[config.mk]
export PLATFORM = sky130hd
export DESIGN_NAME = tpe_sqrt_pipe
export DESIGN_NICKNAME = d
export VERILOG_FILES = /design/src/rtl/tpe_sqrt_pipe.sv
export SDC_FILE = /design/constraint.sdc
export NUM_CORES = 2
export LEC_CHECK = 0
export ABC_AREA = 0
export ABC_CLOCK_PERIOD_IN_PS = 6900
export BUFFER_PORTS_ARGS = -buffer_cell sky130_fd_sc_hd__clkbuf_2
export CAP_MARGIN = 40
export CORE_MARGIN = 1.5
export CORE_UTILIZATION = 29
export CTS_BUF_LIST = sky130_fd_sc_hd__clkbuf_8
export DETAILED_ROUTE_END_ITERATION = 12
export GPL_ROUTABILITY_DRIVEN = 0
export HOLD_SLACK_MARGIN = 0.05
export PLACE_DENSITY = 0.54
export SLEW_MARGIN = 15
export SYNTH_ARGS = -nofsm -noshare
export SYNTH_HDL_FRONTEND = slang
export SYNTH_MEMORY_MAX_BITS = 65536
export SYNTH_SLANG_ARGS = --single-unit
export TNS_END_PERCENT = 5
[constraint.sdc]
create_clock -name clk -period 6.9 [get_ports clk]
set_input_delay 1.035 -clock clk [delete_from_list [all_inputs] [get_ports clk]]
set_output_delay 1.035 -clock clk [all_outputs]
set_load 0.02 [all_outputs]
[src/rtl/tpe_sqrt_pipe.sv]
`timescale 1ns / 1ps

// digit-by-digit integer square root, one root bit per stage
module tpe_sqrt_pipe #(
    parameter int NW   = 64,
    parameter int SB_W = 8
) (
    input  logic                 clk,
    input  logic                 rst_n,
    input  logic                 en,
    input  logic                 in_valid,
    input  logic [NW-1:0]        radicand,
    input  logic [SB_W-1:0]      sb_in,
    output logic                 out_valid,
    output logic [(NW+1)/2-1:0]  root,
    output logic [SB_W-1:0]      sb_out
);

    localparam int NR = (NW + 1) / 2;
    localparam int NX = 2 * NR;

    logic            vld_reg  [1:NR];
    logic [NR:0]     rem_reg  [1:NR];
    logic [NR-1:0]   rt_reg   [1:NR];
    logic [NX-1:0]   x_reg    [1:NR];
    logic [SB_W-1:0] sb_reg   [1:NR];

    logic            vld_src  [0:NR-1];
    logic [NR:0]     rem_src  [0:NR-1];
    logic [NR-1:0]   rt_src   [0:NR-1];
    logic [NX-1:0]   x_src    [0:NR-1];
    logic [SB_W-1:0] sb_src   [0:NR-1];

    genvar j;
    generate
        for (j = 0; j < NR; j++)
        begin : g_stage
            logic [NR+2:0] sh;
            logic [NR+2:0] trial;
            logic          ge;

            if (j == 0)
            begin : g_first
                assign vld_src[j] = in_valid;
                assign rem_src[j] = '0;
                assign rt_src[j]  = '0;
                assign x_src[j]   = NX'(radicand);
                assign sb_src[j]  = sb_in;
            end
            else
            begin : g_next
                assign vld_src[j] = vld_reg[j];
                assign rem_src[j] = rem_reg[j];
                assign rt_src[j]  = rt_reg[j];
                assign x_src[j]   = x_reg[j];
                assign sb_src[j]  = sb_reg[j];
            end

            // bring down two bits and try root*4+1
            assign sh    = {rem_src[j], x_src[j][NX-1:NX-2]};
            assign trial = {1'b0, rt_src[j], 2'b01};
            assign ge    = sh >= trial;

            always_ff @(posedge clk or negedge rst_n)
            begin
                if (!rst_n)
                begin
                    vld_reg[j+1] <= 1'b0;
                end
                else if (en)
                begin
                    vld_reg[j+1] <= vld_src[j];
                end
            end

            always_ff @(posedge clk)
            begin
                if (en)
                begin
                    rem_reg[j+1] <= ge ? (NR+1)'(sh - trial) : sh[NR:0];
                    rt_reg[j+1]  <= {rt_src[j][NR-2:0], ge};
                    x_reg[j+1]   <= {x_src[j][NX-3:0], 2'b00};
                    sb_reg[j+1]  <= sb_src[j];
                end
            end
        end
    endgenerate

    assign out_valid = vld_reg[NR];
    assign root      = rt_reg[NR];
    assign sb_out    = sb_reg[NR];

endmodule

# After elaboration in Yosys (flattened, before gate mapping)
# Memory sizes are Yosys's and may differ from the RTL's.
# Index checks and enable logic that the tools add are counted.
[totals]
in_bits = 76
ram_bits = 4320
reg_bits = 32
memories = 4
out_inout_bits = 41
[mem_list]
columns = ["memory", "words", "word_bits", "read_ports", "rd_ports_with_merged_regs", "wr", "line", "source"]
rows = [
  ["x_reg", 32, 62, 31, 0, 32, "25", "logic [NX-1:0] x_reg [1:NR];"],
  ["rem_reg", 32, 33, 31, 0, 32, "23", "logic [NR:0] rem_reg [1:NR];"],
  ["rt_reg", 32, 32, 32, 0, 32, "24", "logic [NR-1:0] rt_reg [1:NR];"],
  ["sb_reg", 32, 8, 32, 0, 32, "26", "logic [SB_W-1:0] sb_reg [1:NR];"],
]
[classes]
n_lt_le_gt_ge = 32
mux = 34
addsub = 32
[ops]
columns = ["operator", "n"]
rows = [
  [">= comparator 35 x 34 -> 1 bit", 31],
  ["2-to-1 mux 33 bit", 32],
  ["subtractor 33 bit", 31],
  ["subtractor 2 x 1 -> 3 bit, second input constant", 1],
  [">= comparator 2 x 1 -> 1 bit, second input constant", 1],
  ["2-to-1 mux 1 bit", 2],
]

# Depth between registers and ports, before layout
# An unclocked memory read counts as a cell.
[logic_depth]
word_depth = 3
depth_mapped = 14

# Worst setup path after synthesis
# No wires, ideal clock.
[synth_path]
kind = "register -> register"
startpoint = "reg, netlist name rem_reg[0][781]"
endpoint = "reg, netlist name rem_reg[0][824]"
synth_period_minus_slack_ns = 3.415
setup_ns = 0.260
slack_ns = 3.485
t_arrival_ns = 3.155
stages_incl_launch_ff = 13
cell_sequence = "edfxtp_1 ha_1 clkbuf_1 a2111oi_0 or3b_2 or3_1 a21o_1 a31oi_1 o41a_1 buf_2 buf_2 nor2_1 mux2_2"

==> parameters.txt <==
Parameter                              Value

Setup path
  Maximum fanout count along the critical path ... 38
  Type of origin of the critical path ... register
  Number of cells on the critical path ... 9
  Category of the most critical setup path ... register to register
  Critical R2R Capture ... rem_reg[0][1035]$_DFFE_PP_
  Category of cells accounting for the largest share of critical-path delay ... simple AND/OR/NAND/NOR gates
  Kind of end point of the critical path ... register
  R2R cell count ... 9
  CP Data Arrival Time ... about 5200 ps
  Worst path cell trace ... ha_1 > nand4_1 > or2_2 > o41ai_1 > nor3_1 > nor2_1 > a221o_2 > buf_4 > mux2_2
  Endpoint required time on the critical path ... about 7700 ps
  Critical register-to-register path startpoint ... rem_reg[0][1005]$_DFFE_PP_
  Reg-to-reg setup timing slack ... between 2000 and 3000 ps
  Worst Path Buf+Inv ... 1
  Slowest CP cell ... o41ai_1
  Largest incremental delay on the critical path ... 710 ps

Routing
  Detailed-routing iteration count for the pre-antenna-repair pass ... 6
  Via-per-instance ratio ... 4.55
  Remaining design rule violation count ... 0
  Violation count after the first detailed-routing iteration ... a little under 5000
  Via Count ... approximately 73000
  Post-detailed-routing wire length ... between 200000 and 300000 um
  Routed Antenna Nets ... 0
  Routed wire length per instance ... 16.1 um

Clocking
  Total clock buffers created by CTS ... 480
  Htree depth ... 5
  Worst-case clock buffer depth ... 4
  Resized Gates After CTS ... 0
  TritonCTS clock tree ... built
  Number of sinks on the clock net ... 2783
  Clock transition at the registers of the reported paths ... 60 ps
  Source-to-sink clock delay at the later pin of the worst-skew pair ... around 1100 ps
  Buffer type at the clock tree root ... clkbuf_8

Worst hold path
  Count of cells along the worst hold path ... 1
  Worst min-delay path class ... input port to register
  Startpoint of the most critical hold path ... radicand[4]
  Hold Crit Endpoint ... x_reg[0][66]$_DFFE_PP_

Floorplan
  Placement row count ... between 200 and 250
  Vert. Die Dim ... 660 um
  Io pins ... 117
  Die area ... approximately 440000 um^2
  Die X ... around 660 um
  Initial Utilization ... 0.291
  Core area ... approximately 430000 um^2

Pwr
  Net Switching ... between 0.01 and 0.015 W
  IR drop worst, VDD ... 0.218 mV
  Sw Share ... 0.295
  Static leakage ... around 54 nW
  Pwr dens ... 320 nW/um^2
  Part of the power in registers ... 0.495
  Relative contribution of the clock network to total power ... 0.305
  Fraction of power consumed by combinational cells ... 0.200
  Internal cell power ... 0.0322 W

Synthesis
  Number of instances in the synthesized netlist ... roughly 9300
  YS warnings ... 0
  Synthesized area divided by synthesized cell count ... 13.4 um^2
  Count of cell types in the netlist ... 92
  Sequential cell area fraction in the yosys report ... 0.666
  Number of enable-type register cells in the synthesized netlist ... 2751
  Cell types occupying the most area after synthesis ... edfxtp_1, ha_1, xnor2_1, xor2_1, a21oi_1
  Syn Std Cell Area ... approximately 130000 um^2
  Main flop type after synthesis ... edfxtp_1
  Dominant cell type by area after synthesis ... edfxtp_1
  Post-synth ARST share ... 0.0115
  Net count of the mapped netlist ... about 10000
  Fraction of post-synthesis cell area in the top cell type by area ... 0.660
  Yosys reg bits ... around 2800

Timing
  Max transition margin ... 0.306
  RSZ-0062 raised after global routing ... false
  Final min period ... between 4000 and 5000 ps
  Setup Skew ... ~150 ps
  Fraction of the cycle the final worst path needs ... 0.635
  Final Hold Viols ... 0
  Slew at the pin closest to its max-slew limit ... 1040 ps
  Post-route setup slack ... approximately 2500 ps
  Fmax achieved ... approximately 230 MHz
  Final count of negative-setup-slack endpoints ... 0
  Total negative slack ... 0 ps
  Final-report max-slew violation count ... 0

Cells and area
  Final #Nets ... 10600
  Fraction of layout instances using a drive strength above 1 ... 0.0974
  Non-filler instance count after layout ... 16000
  Leading cell types in the layout, fill and taps excluded ... edfxtp_1, inv_1, nand2_1, nor2_1, a21oi_1
  Final Cell Area ... about 140000 um^2
  Flip-flop count of the largest register, all copies and words added ... 992
  Area Growth Syn to Fin ... 14.0%
  Most common cell after layout, fill and taps aside ... edfxtp_1
  Share of the core filled with cells ... 0.332

Status
  Outcome ... completed

Global route
  Total Routing Usage GR ... 0.114
  Total grt overflow ... 0
  Pin count of the biggest net entering global routing ... 173
  Number of global-route vias before repair ... between 70000 and 80000
  First-pass GRT wire length ... approximately 400000 um
  Antenna violations before repair ... 6

Placement
  Area after DPL ... between 100000 and 150000 um^2
  Post-place setup slack ... between 2000 and 3000 ps
  Input/output buffers ... between 100 and 150
  Placed wire-length estimate ... roughly 180000 um
  Cell total after placement ... 15100

Run
  Max-cap check violation count ... 0
==> routing by layer <==
layer  GRT usage  part of all wire  up-vias
met5           0                 0        -
met4      0.0474             0.041        0
met3      0.0181             0.039      604
met2       0.201              0.49     1388
met1       0.139              0.43    34900
li1            -                 -    36000
==> cell families (layout without fill, tap and decap cells) <==
| logic type | count (synthesis) | after routing | synth area share |
|---|---|---|---|
| buffers and inverters | 889 | 1853 | 0.0269 |
| DFF | 2783 | 2783 | 0.666 |
| xor gates and xnor gates | 788 | 788 | 0.0551 |
| other | 1 | 3 | 0.0000299 |
| AOI/OAI and AO/OA | 1887 | 1887 | 0.0936 |
| muxes | 127 | 127 | 0.0112 |
| adders and majority gates | 561 | 561 | 0.0560 |
| and+or+nand+nor | 2312 | 2312 | 0.0911 |
==> final cells by class <==
type / instances / area, um^2
Clock buffer: 484 / 6660
Antenna cell: 2 / 5.00
Tap cell: 5710 / 7140
Timing Repair Buffer: 273 / 2170
Fill cell: 42500 / 288000
Inverter: 713 / 2680
Clock inverter: 383 / 2190
Sequential cell: 2783 / 83400
Multi-Input combinational cell: 5676 / 38500
==> metrics by stage <==
stage / hold slack [ps] / total power, W
6_report: 211 / 0.0457
5_1_grt: 132 / 0.0483
4_1_cts: 53.0 / 0.0465
3_5_place_dp: 405 / 0.0320
3_3_place_gp: 400 / 0.0320
2_1_floorplan: 400 / 0.0290
==> power by group through the flow <==
stage | clock network (W) | logic, W | registers [W]
finish | 0.0139 | 0.00914 | 0.0226
global route | 0.0153 | 0.0102 | 0.0228
CTS | 0.0147 | 0.00918 | 0.0226
detailed placement | 0 | 0.00909 | 0.0229
global placement | 0 | 0.00904 | 0.0229
floorplan | 0 | 0.00671 | 0.0223
==> synth_stat cells (all sizes together), types with 137 or more instances <==
library cell and count:
a21o 230, a21oi 569, clkbuf 142, edfxtp 2751, ha 561, inv 711, nand2 589, nand3 137
nor2 589, nor3 219, o21ai 509, xnor2 415, xor2 373
==> worst max-delay path by stage <==
stage	start	to	slack [ps]
after detailed placement	rem_reg[0][1006]$_DFFE_PP_	rem_reg[0][1035]$_DFFE_PP_	2590
after CTS	rem_reg[0][1006]$_DFFE_PP_	rem_reg[0][1035]$_DFFE_PP_	2580
after floorplan	rem_reg[0][781]$_DFFE_PP_	rem_reg[0][824]$_DFFE_PP_	3490
final	rem_reg[0][1005]$_DFFE_PP_	rem_reg[0][1035]$_DFFE_PP_	2520
after global placement	rem_reg[0][1006]$_DFFE_PP_	rem_reg[0][1039]$_DFFE_PP_	2630
after global routing	rem_reg[0][925]$_DFFE_PP_	rem_reg[0][969]$_DFFE_PP_	2320
==> repair_timing <==
item | 4_1_cts | 5_1_grt
hold buffers | 69 | 0
setup endpoints to repair | 0 | 0
buffers inserted | 0 | 0
endpoints found under the hold margin | 100 | 0
Power figures use the tool's default switching activity.
